## config.mk

```make
export PLATFORM = sky130hd
export DESIGN_NAME = frame_to_timecode_bcd
export DESIGN_NICKNAME = d
export VERILOG_FILES = /design/src/rtl/frmtc_pkg.sv /design/src/rtl/frmtc_hour_div.sv /design/src/rtl/frmtc_min_split.sv /design/src/rtl/frmtc_sec_split.sv /design/src/rtl/frame_to_timecode_bcd.sv
export SDC_FILE = /design/constraint.sdc
export NUM_CORES = 2
export LEC_CHECK = 0
export BUFFER_PORTS_ARGS = -buffer_cell sky130_fd_sc_hd__clkbuf_2
export CORE_UTILIZATION = 65
export DETAILED_ROUTE_END_ITERATION = 12
export HOLD_SLACK_MARGIN = 0.03
export PLACE_DENSITY = 0.83
export SLEW_MARGIN = 10
export SYNTH_ARGS = -nofsm -noshare
export SYNTH_HDL_FRONTEND = slang
export SYNTH_SLANG_ARGS = --single-unit
```

## constraint.sdc

```tcl
create_clock -name clock -period 13.9 [get_ports clock]
set_clock_uncertainty 0.1 [all_clocks]
set_input_delay 0.695 -clock clock [delete_from_list [all_inputs] [get_ports clock]]
set_output_delay 0.695 -clock clock [all_outputs]
set_load 0.1 [all_outputs]
```

## src/rtl/frmtc_pkg.sv

```systemverilog
// Shared types, rate codes and per-rate constants for the frame to timecode converter.
// No dependencies; every other file in this block imports this package.
package frmtc_pkg;

   localparam int FRAME_MAG_BITS_DEF = 24;

   // Configuration register codes.
   localparam logic [2:0] MODE_23976 = 3'd0;
   localparam logic [2:0] MODE_24    = 3'd1;
   localparam logic [2:0] MODE_25    = 3'd2;
   localparam logic [2:0] MODE_2997  = 3'd3;
   localparam logic [2:0] MODE_30    = 3'd4;

   typedef logic [1:0] rate_type;

   localparam rate_type RATE_24 = 2'd0;
   localparam rate_type RATE_25 = 2'd1;
   localparam rate_type RATE_30 = 2'd2;
   localparam rate_type RATE_DF = 2'd3;

   localparam logic [16:0] PER_HOUR_24 = 17'd86400;
   localparam logic [16:0] PER_HOUR_25 = 17'd90000;
   localparam logic [16:0] PER_HOUR_30 = 17'd108000;
   localparam logic [16:0] PER_HOUR_DF = 17'd107892;

   localparam int SEC_SHIFT = 16;
   localparam logic [11:0] SEC_RECIP_24 = 12'(((1 << SEC_SHIFT) + 23) / 24);
   localparam logic [11:0] SEC_RECIP_25 = 12'(((1 << SEC_SHIFT) + 24) / 25);
   localparam logic [11:0] SEC_RECIP_30 = 12'(((1 << SEC_SHIFT) + 29) / 30);

   typedef struct packed {
      logic        neg;
      rate_type    rate;
      logic [7:0]  hh;
      logic        ovf;
      logic [16:0] rest;
   } hour_type;

   typedef struct packed {
      logic        neg;
      rate_type    rate;
      logic [7:0]  hh;
      logic        ovf;
      logic [5:0]  mm;
      logic [10:0] rest;
   } minute_type;

   typedef struct packed {
      logic        neg;
      logic [7:0]  hh;
      logic [5:0]  mm;
      logic [5:0]  ss;
      logic [4:0]  ff;
      logic [31:0] bcd;
      logic        ovf;
   } result_type;

   function automatic rate_type decode_rate(logic [2:0] mode);
      rate_type r;
      case (mode)
         MODE_23976, MODE_24: r = RATE_24;
         MODE_2997:           r = RATE_DF;
         MODE_30:             r = RATE_30;
         default:             r = RATE_25;
      endcase
      return r;
   endfunction

   function automatic logic [4:0] fps_of(rate_type r);
      logic [4:0] f;
      case (r)
         RATE_24: f = 5'd24;
         RATE_25: f = 5'd25;
         default: f = 5'd30;
      endcase
      return f;
   endfunction

   function automatic logic [16:0] per_hour(rate_type r);
      logic [16:0] v;
      case (r)
         RATE_24: v = PER_HOUR_24;
         RATE_25: v = PER_HOUR_25;
         RATE_30: v = PER_HOUR_30;
         default: v = PER_HOUR_DF;
      endcase
      return v;
   endfunction

   function automatic logic [14:0] per_ten(rate_type r);
      logic [14:0] v;
      case (r)
         RATE_24: v = 15'd14400;
         RATE_25: v = 15'd15000;
         RATE_30: v = 15'd18000;
         default: v = 15'd17982;
      endcase
      return v;
   endfunction

   // Length of the first minute of a ten-minute block.
   function automatic logic [10:0] per_min(rate_type r);
      logic [10:0] v;
      case (r)
         RATE_24: v = 11'd1440;
         RATE_25: v = 11'd1500;
         default: v = 11'd1800;
      endcase
      return v;
   endfunction

   // Length of the other nine minutes; drop-frame minutes lose two labels.
   function automatic logic [10:0] per_min_rest(rate_type r);
      logic [10:0] v;
      case (r)
         RATE_24: v = 11'd1440;
         RATE_25: v = 11'd1500;
         RATE_30: v = 11'd1800;
         default: v = 11'd1798;
      endcase
      return v;
   endfunction

   function automatic logic [11:0] sec_recip(rate_type r);
      logic [11:0] v;
      case (r)
         RATE_24: v = SEC_RECIP_24;
         RATE_25: v = SEC_RECIP_25;
         default: v = SEC_RECIP_30;
      endcase
      return v;
   endfunction

endpackage

```

## src/rtl/frmtc_hour_div.sv

```systemverilog
// Front of the pipeline: sign and magnitude, then the hour split by reciprocal multiply.
// Depends on frmtc_pkg. Four register stages.
module frmtc_hour_div #(
   parameter int FRAME_MAG_BITS = frmtc_pkg::FRAME_MAG_BITS_DEF
) (
   input  logic                clock,
   input  logic                reset,
   input  logic [2:0]          rate_mode,
   input  logic                in_valid,
   output logic                in_ready,
   input  logic [24:0]         frame_count,
   output logic                out_valid,
   input  logic                out_ready,
   output frmtc_pkg::hour_type out_data
);
   import frmtc_pkg::*;

   localparam int B     = FRAME_MAG_BITS;
   localparam int RH_W  = B - 15;
   localparam int HH_W  = B - 15;
   localparam int P_W   = B + RH_W;
   localparam int QD_W  = HH_W + 17;
   localparam logic [31:0] MAG_MAX = 32'((64'(1) << B) - 64'(1));

   localparam logic [RH_W-1:0] RH_24 = RH_W'((64'(1) << B) / 64'(PER_HOUR_24));
   localparam logic [RH_W-1:0] RH_25 = RH_W'((64'(1) << B) / 64'(PER_HOUR_25));
   localparam logic [RH_W-1:0] RH_30 = RH_W'((64'(1) << B) / 64'(PER_HOUR_30));
   localparam logic [RH_W-1:0] RH_DF = RH_W'((64'(1) << B) / 64'(PER_HOUR_DF));

   logic            s1_valid_ff, s2_valid_ff, s3_valid_ff, s4_valid_ff;
   logic            s1_ready, s2_ready, s3_ready, s4_ready;
   logic            s1_neg_ff, s2_neg_ff, s3_neg_ff;
   rate_type        s1_rate_ff, s2_rate_ff, s3_rate_ff;
   logic [B-1:0]    s1_mag_ff, s2_mag_ff, s3_mag_ff;
   logic [B-1:0]    s1_mag_in;
   logic [P_W-1:0]  s2_prod_ff, s2_prod_in;
   logic [RH_W-1:0] recip;
   logic [HH_W-1:0] s3_hq_ff, s3_hq_in;
   logic [B-1:0]    s3_hqd_ff, s3_hqd_in;
   hour_type        s4_data_ff, s4_data_in;
   logic [24:0]     mag25;
   logic [31:0]     mag32;
   logic [31:0]     rem32;
   logic            fix;
   logic [HH_W-1:0] hh_full;

   assign s4_ready = !s4_valid_ff || out_ready;
   assign s3_ready = !s3_valid_ff || s4_ready;
   assign s2_ready = !s2_valid_ff || s3_ready;
   assign s1_ready = !s1_valid_ff || s2_ready;
   assign in_ready = s1_ready;

   // Stage 1: magnitude, clipped to the configured magnitude width.
   always_comb begin
      mag25 = frame_count[24] ? (~frame_count + 25'd1) : frame_count;
      mag32 = 32'(mag25);
      s1_mag_in = (mag32 > MAG_MAX) ? MAG_MAX[B-1:0] : mag32[B-1:0];
   end

   // Stage 2: estimate of magnitude / frames-per-hour, low by at most one.
   always_comb begin
      case (s1_rate_ff)
         RATE_24: recip = RH_24;
         RATE_25: recip = RH_25;
         RATE_30: recip = RH_30;
         default: recip = RH_DF;
      endcase
      s2_prod_in = P_W'(s1_mag_ff) * P_W'(recip);
   end

   // Stage 3: back-multiply the estimate.
   always_comb begin
      s3_hq_in  = s2_prod_ff[P_W-1 -: HH_W];
      s3_hqd_in = B'(QD_W'(s3_hq_in) * QD_W'(per_hour(s2_rate_ff)));
   end

   // Stage 4: one correction step gives the exact hour and remainder.
   always_comb begin
      rem32   = 32'(s3_mag_ff - s3_hqd_ff);
      fix     = rem32 >= 32'(per_hour(s3_rate_ff));
      hh_full = s3_hq_ff + HH_W'(fix);
      s4_data_in.neg  = s3_neg_ff;
      s4_data_in.rate = s3_rate_ff;
      s4_data_in.hh   = 8'(hh_full);
      s4_data_in.ovf  = 32'(hh_full) > 32'd99;
      s4_data_in.rest = 17'(rem32 - (fix ? 32'(per_hour(s3_rate_ff)) : 32'd0));
   end

   always_ff @(posedge clock) begin
      if (reset) begin
         s1_valid_ff <= 1'b0;
         s2_valid_ff <= 1'b0;
         s3_valid_ff <= 1'b0;
         s4_valid_ff <= 1'b0;
      end else begin
         if (s1_ready) s1_valid_ff <= in_valid;
         if (s2_ready) s2_valid_ff <= s1_valid_ff;
         if (s3_ready) s3_valid_ff <= s2_valid_ff;
         if (s4_ready) s4_valid_ff <= s3_valid_ff;
      end
   end

   always_ff @(posedge clock) begin
      if (s1_ready && in_valid) begin
         s1_neg_ff  <= frame_count[24];
         s1_rate_ff <= decode_rate(rate_mode);
         s1_mag_ff  <= s1_mag_in;
      end
      if (s2_ready && s1_valid_ff) begin
         s2_neg_ff  <= s1_neg_ff;
         s2_rate_ff <= s1_rate_ff;
         s2_mag_ff  <= s1_mag_ff;
         s2_prod_ff <= s2_prod_in;
      end
      if (s3_ready && s2_valid_ff) begin
         s3_neg_ff  <= s2_neg_ff;
         s3_rate_ff <= s2_rate_ff;
         s3_mag_ff  <= s2_mag_ff;
         s3_hq_ff   <= s3_hq_in;
         s3_hqd_ff  <= s3_hqd_in;
      end
      if (s4_ready && s3_valid_ff) begin
         s4_data_ff <= s4_data_in;
      end
   end

   assign out_valid = s4_valid_ff;
   assign out_data  = s4_data_ff;

endmodule

```

## src/rtl/frmtc_min_split.sv

```systemverilog
// Middle of the pipeline: ten-minute block and minute within it, with drop-frame lengths.
// Depends on frmtc_pkg. Four register stages.
module frmtc_min_split (
   input  logic                  clock,
   input  logic                  reset,
   input  logic                  in_valid,
   output logic                  in_ready,
   input  frmtc_pkg::hour_type   in_data,
   output logic                  out_valid,
   input  logic                  out_ready,
   output frmtc_pkg::minute_type out_data
);
   import frmtc_pkg::*;

   logic        s5_valid_ff, s6_valid_ff, s7_valid_ff, s8_valid_ff;
   logic        s5_ready, s6_ready, s7_ready, s8_ready;
   hour_type    s5_h_ff, s6_h_ff, s6_h_in, s7_h_ff;
   logic [2:0]  s5_tens_ff, s5_tens_in, s6_tens_ff, s7_tens_ff;
   logic [3:0]  s7_min_ff, s7_min_in;
   minute_type  s8_data_ff, s8_data_in;
   logic [14:0] bound;
   logic [14:0] base;
   logic [14:0] n3;
   logic        late_minute;

   assign s8_ready = !s8_valid_ff || out_ready;
   assign s7_ready = !s7_valid_ff || s8_ready;
   assign s6_ready = !s6_valid_ff || s7_ready;
   assign s5_ready = !s5_valid_ff || s6_ready;
   assign in_ready = s5_ready;

   // Stage 5: which ten-minute block, by compares against its starts.
   always_comb begin
      s5_tens_in = 3'd0;
      for (int k = 1; k <= 5; k++) begin
         if (in_data.rest >= 17'(17'(k) * 17'(per_ten(in_data.rate)))) begin
            s5_tens_in = 3'(k);
         end
      end
   end

   // Stage 6: offset within the ten-minute block.
   always_comb begin
      s6_h_in      = s5_h_ff;
      s6_h_in.rest = s5_h_ff.rest - 17'(s5_tens_ff) * 17'(per_ten(s5_h_ff.rate));
   end

   // Stage 7: minute within the block; with drop-frame, only the first minute keeps all labels.
   always_comb begin
      s7_min_in = 4'd0;
      for (int k = 1; k <= 9; k++) begin
         bound = 15'(per_min(s6_h_ff.rate))
               + 15'(k - 1) * 15'(per_min_rest(s6_h_ff.rate));
         if (s6_h_ff.rest[14:0] >= bound) begin
            s7_min_in = 4'(k);
         end
      end
   end

   // Stage 8: frame within the minute; a dropped minute starts at label two.
   always_comb begin
      base = (s7_min_ff == 4'd0) ? 15'd0
           : 15'(per_min(s7_h_ff.rate))
             + 15'(s7_min_ff - 4'd1) * 15'(per_min_rest(s7_h_ff.rate));
      n3          = s7_h_ff.rest[14:0] - base;
      late_minute = (s7_h_ff.rate == RATE_DF) && (s7_min_ff != 4'd0);
      s8_data_in.neg  = s7_h_ff.neg;
      s8_data_in.rate = s7_h_ff.rate;
      s8_data_in.hh   = s7_h_ff.hh;
      s8_data_in.ovf  = s7_h_ff.ovf;
      s8_data_in.mm   = 6'(s7_tens_ff) * 6'd10 + 6'(s7_min_ff);
      s8_data_in.rest = n3[10:0] + (late_minute ? 11'd2 : 11'd0);
   end

   always_ff @(posedge clock) begin
      if (reset) begin
         s5_valid_ff <= 1'b0;
         s6_valid_ff <= 1'b0;
         s7_valid_ff <= 1'b0;
         s8_valid_ff <= 1'b0;
      end else begin
         if (s5_ready) s5_valid_ff <= in_valid;
         if (s6_ready) s6_valid_ff <= s5_valid_ff;
         if (s7_ready) s7_valid_ff <= s6_valid_ff;
         if (s8_ready) s8_valid_ff <= s7_valid_ff;
      end
   end

   always_ff @(posedge clock) begin
      if (s5_ready && in_valid) begin
         s5_h_ff    <= in_data;
         s5_tens_ff <= s5_tens_in;
      end
      if (s6_ready && s5_valid_ff) begin
         s6_h_ff    <= s6_h_in;
         s6_tens_ff <= s5_tens_ff;
      end
      if (s7_ready && s6_valid_ff) begin
         s7_h_ff    <= s6_h_ff;
         s7_tens_ff <= s6_tens_ff;
         s7_min_ff  <= s7_min_in;
      end
      if (s8_ready && s7_valid_ff) begin
         s8_data_ff <= s8_data_in;
      end
   end

   assign out_valid = s8_valid_ff;
   assign out_data  = s8_data_ff;

endmodule

```

## src/rtl/frmtc_sec_split.sv

```systemverilog
// Tail of the pipeline: seconds and frames by reciprocal multiply, then BCD packing.
// Depends on frmtc_pkg. Three register stages; the last is the output register.
module frmtc_sec_split (
   input  logic                  clock,
   input  logic                  reset,
   input  logic                  in_valid,
   output logic                  in_ready,
   input  frmtc_pkg::minute_type in_data,
   output logic                  out_valid,
   input  logic                  out_ready,
   output frmtc_pkg::result_type out_data
);
   import frmtc_pkg::*;

   logic        s9_valid_ff, s10_valid_ff, s11_valid_ff;
   logic        s9_ready, s10_ready, s11_ready;
   minute_type  s9_m_ff;
   logic [22:0] s9_prod_ff, s9_prod_in;
   result_type  s10_data_ff, s10_data_in;
   result_type  s11_data_ff, s11_data_in;
   logic [6:0]  hh_shown;

   // Two decimal digits of a value below one hundred.
   function automatic logic [7:0] bcd2(logic [6:0] v);
      logic [17:0] p;
      logic [3:0]  t;
      p = 18'(v) * 18'd205;
      t = p[14:11];
      return {t, 4'(v - 7'(t) * 7'd10)};
   endfunction

   assign s11_ready = !s11_valid_ff || out_ready;
   assign s10_ready = !s10_valid_ff || s11_ready;
   assign s9_ready  = !s9_valid_ff || s10_ready;
   assign in_ready  = s9_ready;

   // The rounded-up reciprocal is exact for every frame offset within a minute.
   assign s9_prod_in = 23'(in_data.rest) * 23'(sec_recip(in_data.rate));

   always_comb begin
      s10_data_in     = '0;
      s10_data_in.neg = s9_m_ff.neg;
      s10_data_in.hh  = s9_m_ff.hh;
      s10_data_in.ovf = s9_m_ff.ovf;
      s10_data_in.mm  = s9_m_ff.mm;
      s10_data_in.ss  = s9_prod_ff[SEC_SHIFT +: 6];
      s10_data_in.ff  = 5'(s9_m_ff.rest
                           - 11'(s10_data_in.ss) * 11'(fps_of(s9_m_ff.rate)));
   end

   always_comb begin
      hh_shown        = s10_data_ff.ovf ? 7'd99 : s10_data_ff.hh[6:0];
      s11_data_in     = s10_data_ff;
      s11_data_in.bcd = {bcd2(hh_shown), bcd2(7'(s10_data_ff.mm)),
                         bcd2(7'(s10_data_ff.ss)), bcd2(7'(s10_data_ff.ff))};
   end

   always_ff @(posedge clock) begin
      if (reset) begin
         s9_valid_ff  <= 1'b0;
         s10_valid_ff <= 1'b0;
         s11_valid_ff <= 1'b0;
      end else begin
         if (s9_ready)  s9_valid_ff  <= in_valid;
         if (s10_ready) s10_valid_ff <= s9_valid_ff;
         if (s11_ready) s11_valid_ff <= s10_valid_ff;
      end
   end

   always_ff @(posedge clock) begin
      if (s9_ready && in_valid) begin
         s9_m_ff    <= in_data;
         s9_prod_ff <= s9_prod_in;
      end
      if (s10_ready && s9_valid_ff) begin
         s10_data_ff <= s10_data_in;
      end
      if (s11_ready && s10_valid_ff) begin
         s11_data_ff <= s11_data_in;
      end
   end

   assign out_valid = s11_valid_ff;
   assign out_data  = s11_data_ff;

endmodule

```

## src/rtl/frame_to_timecode_bcd.sv

```systemverilog
// Top level of the frame count to timecode converter with packed BCD output.
// Depends on frmtc_pkg, frmtc_hour_div, frmtc_min_split and frmtc_sec_split.
//
// Converts the magnitude of a signed frame count into hours, minutes, seconds
// and frames at the rate held in the rate register, with drop-frame counting
// at 29.97, and returns the same time as an eight-digit BCD word plus sign and
// hour-overflow flags. The block is an eleven-stage pipeline with a valid bit
// and a per-stage ready in every stage: it takes one item per clock while the
// output side does not stall. A stall holds only the stages that are full, so
// bubbles close up behind a waiting result. The hour split is a reciprocal
// multiply, a back-multiply and a correction in separate stages. Write the
// rate register only when the pipeline is empty.
module frame_to_timecode_bcd #(
   parameter int FRAME_MAG_BITS = frmtc_pkg::FRAME_MAG_BITS_DEF
) (
   input  logic        clock,
   input  logic        reset,
   input  logic        csr_we,
   input  logic [2:0]  csr_wdata,   // rate_mode
   input  logic        req_tvalid,
   output logic        req_tready,
   input  logic [31:0] req_tdata,   // frame_count [24:0]
   output logic        rsp_tvalid,
   input  logic        rsp_tready,
   output logic [63:0] rsp_tdata,   // hours [7:0], minutes [13:8], seconds [19:14],
                                    // frames [24:20], bcd_word [56:25]
   output logic [1:0]  rsp_tuser    // is_negative [0], hours_overflow [1]
);
   import frmtc_pkg::*;

   logic [2:0] rate_mode_ff, rate_mode_in;
   logic       hour_valid, hour_ready;
   hour_type   hour_data;
   logic       min_valid, min_ready;
   minute_type min_data;
   result_type res;

   assign rate_mode_in = csr_we ? csr_wdata : rate_mode_ff;

   always_ff @(posedge clock) begin
      if (reset) begin
         rate_mode_ff <= MODE_25;
      end else begin
         rate_mode_ff <= rate_mode_in;
      end
   end

   frmtc_hour_div #(
      .FRAME_MAG_BITS(FRAME_MAG_BITS)
   ) u_hour (
      .clock       (clock),
      .reset       (reset),
      .rate_mode   (rate_mode_ff),
      .in_valid    (req_tvalid),
      .in_ready    (req_tready),
      .frame_count (req_tdata[24:0]),
      .out_valid   (hour_valid),
      .out_ready   (hour_ready),
      .out_data    (hour_data)
   );

   frmtc_min_split u_min (
      .clock     (clock),
      .reset     (reset),
      .in_valid  (hour_valid),
      .in_ready  (hour_ready),
      .in_data   (hour_data),
      .out_valid (min_valid),
      .out_ready (min_ready),
      .out_data  (min_data)
   );

   frmtc_sec_split u_sec (
      .clock     (clock),
      .reset     (reset),
      .in_valid  (min_valid),
      .in_ready  (min_ready),
      .in_data   (min_data),
      .out_valid (rsp_tvalid),
      .out_ready (rsp_tready),
      .out_data  (res)
   );

   assign rsp_tdata = {7'd0, res.bcd, res.ff, res.ss, res.mm, res.hh};
   assign rsp_tuser = {res.ovf, res.neg};

   // An overflowed hour count always shows as 99 in the BCD word.
   a_ovf_saturates: assert property (@(posedge clock) disable iff (reset)
      rsp_tvalid && res.ovf |-> res.bcd[31:24] == 8'h99)
      else $error("BCD hours not saturated on overflow");

   // The split fields never leave their ranges.
   a_fields_in_range: assert property (@(posedge clock) disable iff (reset)
      rsp_tvalid |-> res.mm < 6'd60 && res.ss < 6'd60 && res.ff < 5'd30)
      else $error("timecode field out of range");

   // The pipeline comes out of reset empty.
   a_empty_after_reset: assert property (@(posedge clock)
      $past(reset) |-> !rsp_tvalid)
      else $error("result valid right after reset");

endmodule

```

Word level (Yosys, flattened, before mapping)
Cells that the tools add are included.
{"block": "word_totals", "ff_bits": 436, "word_cells": 235}
{"block": "classes", "n_addsub": 23, "multipliers": 21, "n_lt_le_gt_ge": 17, "n_eq_ne": 19, "mux": 29, "bitwise_logic": 1, "reduce_logical": 49}
{"cell": "$pmux 16 s3", "count": 2}
{"cell": "$pmux 15 s3", "count": 2}
{"cell": "$add 11x14->15", "count": 4}
{"cell": "$ge 15x15->1", "count": 4}
{"cell": "$pmux 10 s2", "count": 3}
{"cell": "$pmux 10 s3", "count": 2}
{"cell": "$ge 17x17->1", "count": 3}
{"cell": "$ge 32x17->1", "count": 1}
{"cell": "$mul 24x8->32", "count": 1}
{"cell": "$ge 15x14->1", "count": 2}
{"cell": "$add 11x13->14", "count": 2}
{"cell": "$mul 3x11->14 const A", "count": 2}
{"cell": "$mul 6x8->14 const B", "count": 2}
{"cell": "$mul 2x11->13 const A", "count": 2}
{"cell": "$add 25x1->25 const B", "count": 1}
{"cell": "$gt 25x24->1 const B", "count": 1}
{"cell": "$mux 25", "count": 1}
{"cell": "$not 25->25", "count": 1}
{"cell": "$sub 24x24->25", "count": 1}
{"cell": "$mul 9x17->24", "count": 1}
{"cell": "$add 11x11->11", "count": 2}
{"cell": "$mul 11x12->22", "count": 1}
{"cell": "$eq 2x1->1 const B", "count": 9}
{"cell": "$logic_not 2->1", "count": 9}
{"cell": "other kinds (47)", "count": 100}

Depth between registers and ports, before layout
{"block": "logic_depth", "word_depth": 13, "mapped_depth": 32}

Hierarchy
A second synthesis with hierarchy kept.
{"block": "hier_totals", "hier_cells": 3351, "area_unflattened_um2": 36675.2}
{"mod": "frmtc_hour_div", "n_inst": 1, "cells_per_inst": 1400, "area_each_um2": 15217.1, "seq_area_each_um2": 4584.4}
{"mod": "frmtc_min_split", "n_inst": 1, "cells_per_inst": 1092, "area_each_um2": 11534.8, "seq_area_each_um2": 3653.5}
{"mod": "frmtc_sec_split", "n_inst": 1, "cells_per_inst": 842, "area_each_um2": 9764.4, "seq_area_each_um2": 3303.2}
{"mod": "frame_to_timecode_bcd", "n_inst": 1, "cells_per_inst": 17, "area_each_um2": 158.9, "seq_area_each_um2": 60.1}

Least setup slack after synthesis
OpenSTA, ideal clock, no wires.
{"block": "synth_path", "path_kind": "reg-to-reg", "start": "register u_sec.s11_valid_ff, in the netlist u_sec.out_valid", "end": "register u_hour.s3_hq_ff[0] (enable)", "t_arrival_ns": 5.850, "setup_slack_ns": 7.391, "path_stages_with_launch": 8, "path_buffers": 1, "synth_period_minus_slack_ns": 6.509, "cell_sequence": "dfxtp_1 > nor2b_1 > and3_1 > and3_1 > clkbuf_1 > nand3_1 > nor2_1 > a21boi_0"}
{"block": "synth_between", "elab_chain_len": 11}
{"element": "from (decl)", "line": "frmtc_sec_split.sv:15", "text": "logic s9_valid_ff, s10_valid_ff, s11_valid_ff;"}
{"element": "from (signal assigned)", "line": "frmtc_sec_split.sv:66", "text": "if (s11_ready) s11_valid_ff <= s10_valid_ff;"}
{"element": "$logic_not 1->1", "line": "frmtc_sec_split.sv:32", "text": "assign s11_ready = !s11_valid_ff || out_ready;"}
{"element": "$logic_or 1x1->1", "line": "frmtc_sec_split.sv:32"}
{"element": "$logic_or 1x1->1", "line": "frmtc_sec_split.sv:33", "text": "assign s10_ready = !s10_valid_ff || s11_ready;"}
{"element": "$logic_or 1x1->1", "line": "frmtc_sec_split.sv:34", "text": "assign s9_ready = !s9_valid_ff || s10_ready;"}
{"element": "$logic_or 1x1->1", "line": "frmtc_min_split.sv:26", "text": "assign s8_ready = !s8_valid_ff || out_ready;"}
{"element": "$logic_or 1x1->1", "line": "frmtc_min_split.sv:27", "text": "assign s7_ready = !s7_valid_ff || s8_ready;"}
{"element": "$logic_or 1x1->1", "line": "frmtc_min_split.sv:28", "text": "assign s6_ready = !s6_valid_ff || s7_ready;"}
{"element": "$logic_or 1x1->1", "line": "frmtc_min_split.sv:29", "text": "assign s5_ready = !s5_valid_ff || s6_ready;"}
{"element": "$logic_or 1x1->1", "line": "frmtc_hour_div.sv:47", "text": "assign s4_ready = !s4_valid_ff || out_ready;"}
{"element": "$logic_or 1x1->1", "line": "frmtc_hour_div.sv:48", "text": "assign s3_ready = !s3_valid_ff || s4_ready;"}
{"element": "$logic_and 1x1->1", "line": "frmtc_hour_div.sv:115", "text": "if (s3_ready && s2_valid_ff) begin"}
{"element": "to (signal assigned)", "line": "frmtc_hour_div.sv:119", "text": "s3_hq_ff <= s3_hq_in;"}
{"element": "to (decl)", "line": "frmtc_hour_div.sv:38", "text": "logic [HH_W-1:0] s3_hq_ff, s3_hq_in;"}
No other way between the ends.
A chain may end at the register's enable or synchronous reset.

==> key figures <==
Yosys
  – Post-synthesis sequential area ratio: 31.8%
  – Synth top area cells: edfxtp_1 31%, ha_1 21%, fa_1 17%
  – Mapped cell area: 0.0363 sq mm
  – Cell type with the largest total area after synthesis: edfxtp_1
  – Synth cell count leaders: 618 x ha_1, 530 x inv_1, 375 x edfxtp_1
  – Unique masters post-synth: 81
  – Post-synth ARST share: 0%
  – Ys flop type: edfxtp_1
  – Synthesized area per cell: 11.0 sq um
  – #FFs+latches synth: 389
  – Most numerous cell in the Yosys netlist: ha_1
  – Share of the synthesized area in the top cell type: 31.1%
  – Synth Warn #: 0
  – Mapped Cells: 3284
  – Number of enable flip-flop cells after synthesis: 375

Worst setup path
  – Data required, critical path: 14.15 ns
  – Reg2reg start: u_min.s7_min_ff[0]$_SDFFCE_PP1P_
  – Reg2reg end: u_min.out_data[10]$_DFFE_PP_
  – Reg2Reg Setup Slack: 7.14 ns
  – Slowest CP cell: edfxtp_1
  – Crit path largest cell delay: 0.56 ns
  – WP depth: 23
  – Critical path data arrival time: 7.01 ns
  – CP Class: reg2reg
  – Setup crit start: u_min.s7_min_ff[0]$_SDFFCE_PP1P_
  – Critical path's most frequent cell: ha_1
  – R2r worst-path depth: 23
  – Crit-path cells: inv_1 -> ha_1 -> nor3b_2 -> o21ai_0 -> fa_1 -> fa_1 -> inv_1 -> ha_1 -> fa_1 -> inv_1 -> fa_1 -> inv_1 -> ha_1 -> a21oi_1 -> nor2_1 -> nor2_1 -> xnor2_1 -> nand2_1 -> ha_1 -> ha_1 -> a21oi_1 -> o21ai_0 -> xnor2_1
  – Critical Path Sink: u_min.out_data[10]$_DFFE_PP_
  – Crit start category: flip-flop
  – CP endpoint kind: flip-flop
  – Worst Path Buf+Inv: 4
  – Crit-path leading delay family: adder cells
  – Critical Path Fanout Max: 11

Clock network
  – Inserted Clock Buffers: 44
  – Buffer depth of the longest clock path: 3
  – CTS root buf: clkbuf_16
  – CTS sink cnt: 389
  – Number of buffers added for setup after CTS: 0
  – CTS tree: yes
  – Clock transition at path regs: 0.07 ns
  – Cts-stage hold buffer count: 0
  – CTS H-tree lvls: 2
  – Post_cts resized: 0
  – Worst-Skew Late Latency: 0.60 ns

GRT
  – First-pass GRT wire length: 130000 microns
  – Number of global-route vias before repair: 26100
  – Total track usage: 28.7%
  – GRT overflow: 0
  – Largest net degree at the start of global routing: 58
  – Initial antenna violation count: 1

Pwr
  – Maximum VDD drop: 0.452 mV
  – Static leakage: 18.2 nW
  – Power Density: 185 mW/mm^2

Placement
  – Hpwl dp: 61900 microns
  – I/O Buffers: 89
  – Final GP Congestion: 0.955

Floorplan
  – Die W: 238 microns
  – FP Rows: 86
  – Initial Util: 65.8%
  – Total die area: 0.0567 sq mm
  – Die Y: 238 microns
  – Core box area: 0.0551 sq mm
  – Io pins: 108

Layout
  – Layout cells sized above 1: 6.48%
  – Sequential cell area: 0.0115 sq mm
  – Area delta synth->final: 7.79%
  – # nets final: 4361
  – Area occupied by multi-input gates: 0.0226 sq mm
  – ANT cells: 0
  – Fillcell total: 3839

Route
  – Total wire length: 77500 microns
  – WL per Instance: 18.6 microns
  – TritonRoute pass-1 iters: 5
  – ANT nets after route: 0
  – # DRC: 0
  – Via/cell ratio: 5.79
  – Via Count: 24200
  – DRT iter0 DRCs: 1397

Timing
  – Max-slew violation count: 0
  – Final period util: 48.6%
  – Peak Freq: 0.148 GHz
  – Rel. slew slack: 24.2%
  – Minimum clock period: 6.76 ns
  – Endpoints failing setup: 0
  – Hold Fails Final Rpt: 0
  – RSZ-0062 raised after global routing: false
  – Hold slack: 0.227 ns
  – Setup TNS: 0 ns
  – Least-Margin Pin Slew: 1.14 ns

Worst hold path
  – Min-Delay Path Class: in2reg

Run status
  – Status: complete, no violations

Run
  – MaxCap Viol Count: 0
## state kept, by name, indices dropped and copies added, names as in the netlist, 7 cells and up
name and count:
u_min.s5_h_ff 27, u_hour.s3_hqd_ff 22, u_hour.s3_mag_ff 24, u_sec.s10_data_in 16, u_min.s6_h_ff 27, u_min.s7_h_ff 23
u_hour.s2_prod_ff 8, u_sec.s10_data_ff 27, u_sec.s9_m_ff 7, u_hour.s2_mag_ff 24, u_hour.s3_hq_ff 8, u_sec.out_data 52
u_hour.out_data 29, u_hour.s1_mag_ff 24, u_min.out_data 29
## metrics by stage
| step | total power [mW] | area (sq um) | worst slack [ns] | std cells | util [%] |
|---|---|---|---|---|---|
| 3_3_place_gp | 5.82 | 37600 | 7.34 | 4093 | 68.3 |
| 5_1_grt | 7.89 | 39100 | 6.81 | 4174 | 71.0 |
| 2_1_floorplan | 4.97 | 36300 | 7.39 | 3294 | - |
| 4_1_cts | 7.23 | 39100 | 7.19 | 4174 | 71.0 |
| 6_report | 7.23 | 39100 | 7.14 | 4174 | 71.0 |
| 3_5_place_dp | 6.00 | 37600 | 7.20 | 4093 | 68.3 |
## logic make-up (layout without fill, tap and decap cells)
| family | Yosys count | count (layout) | synth area share, % |
|---|---|---|---|
| compound gates | 488 | 488 | 8.87 |
| xor+xnor | 194 | 194 | 4.76 |
| fa+ha+maj | 930 | 930 | 38.5 |
| buf+inv | 586 | 718 | 6.22 |
| flops | 389 | 389 | 31.8 |
| mux | 6 | 6 | 0.169 |
| other cells | 2 | 12 | 0.0207 |
| simple gates | 689 | 689 | 9.59 |
## worst min-delay path by stage
stage                     slack (ns)                              to                      startpoint  depth (start not counted)
after floorplan                 0.30   u_hour.out_data[28]$_DFFE_PP_      u_hour.s3_neg_ff$_DFFE_PP_                          0
after global placement          0.30      u_hour.s2_neg_ff$_DFFE_PP_      u_hour.s1_neg_ff$_DFFE_PP_                          0
after detailed placement        0.30  u_hour.s3_mag_ff[21]$_DFFE_PP_  u_hour.s2_mag_ff[21]$_DFFE_PP_                          0
after CTS                       0.20    rate_mode_ff[1]$_SDFFE_PP1P_                    csr_wdata[1]                          2
after global routing            0.21    rate_mode_ff[1]$_SDFFE_PP1P_                    csr_wdata[1]                          2
final                           0.23    rate_mode_ff[1]$_SDFFE_PP1P_                    csr_wdata[1]                          2
## layer usage
layer	vias up	part of all wire [%]	global-route usage [%]
li1	11400	-	-
met1	11900	40	35.2
met2	663	52	51.8
met3	182	4.7	4.12
met4	0	3.3	9.83
met5	-	0	0
## worst register-to-register path, stage by stage, from the launching register on
cell	delay [ns]
edfxtp_1	0.56
inv_1	0.15
ha_1	0.21
nor3b_2	0.37
o21ai_0	0.39
fa_1	0.56
fa_1	0.52
inv_1	0.05
ha_1	0.31
fa_1	0.55
inv_1	0.06
fa_1	0.53
inv_1	0.05
ha_1	0.33
a21oi_1	0.15
nor2_1	0.06
nor2_1	0.13
xnor2_1	0.20
nand2_1	0.12
ha_1	0.31
ha_1	0.36
a21oi_1	0.18
o21ai_0	0.14
xnor2_1	0.16
## cell type report
type	count	area share, %
multi-input combinational	2319	57.7
clock inverter	29	0.880
sequential	389	29.5
timing repair buffer	103	1.41
inverter	534	5.13
clock buffer	52	2.92
tap	748	2.39
## where the power goes
group	total [mW]	internal [mW]	switching, mW
registers	1.67	1.58	0.0916
logic	4.37	1.89	2.49
clock network	1.19	0.691	0.500
## placed cells by master, fill, tap and decap left out, types with 14 or more instances in the layout
| cell type | n |
|---|---|
| xnor2_1 | 131 |
| dfxtp_1 | 14 |
| nand2b_1 | 32 |
| edfxtp_1 | 375 |
| a21oi_1 | 130 |
| nor2_1 | 148 |
| a21o_1 | 61 |
| nand3_1 | 41 |
| nand4_1 | 20 |
| or2_2 | 20 |
| o21a_1 | 36 |
| fa_1 | 312 |
| buf_4 | 14 |
| and3_1 | 26 |
| clkbuf_2 | 89 |
| o21ai_1 | 23 |
| o211ai_1 | 14 |
| and2_1 | 77 |
| a211oi_1 | 22 |
| o21ai_0 | 79 |
| xor2_1 | 61 |
| inv_1 | 530 |
| o21bai_1 | 15 |
| ha_1 | 618 |
| nand2_1 | 167 |
| clkbuf_16 | 44 |
| nor2b_1 | 60 |
| nor3_1 | 47 |
(Power assumes the default switching activity.)
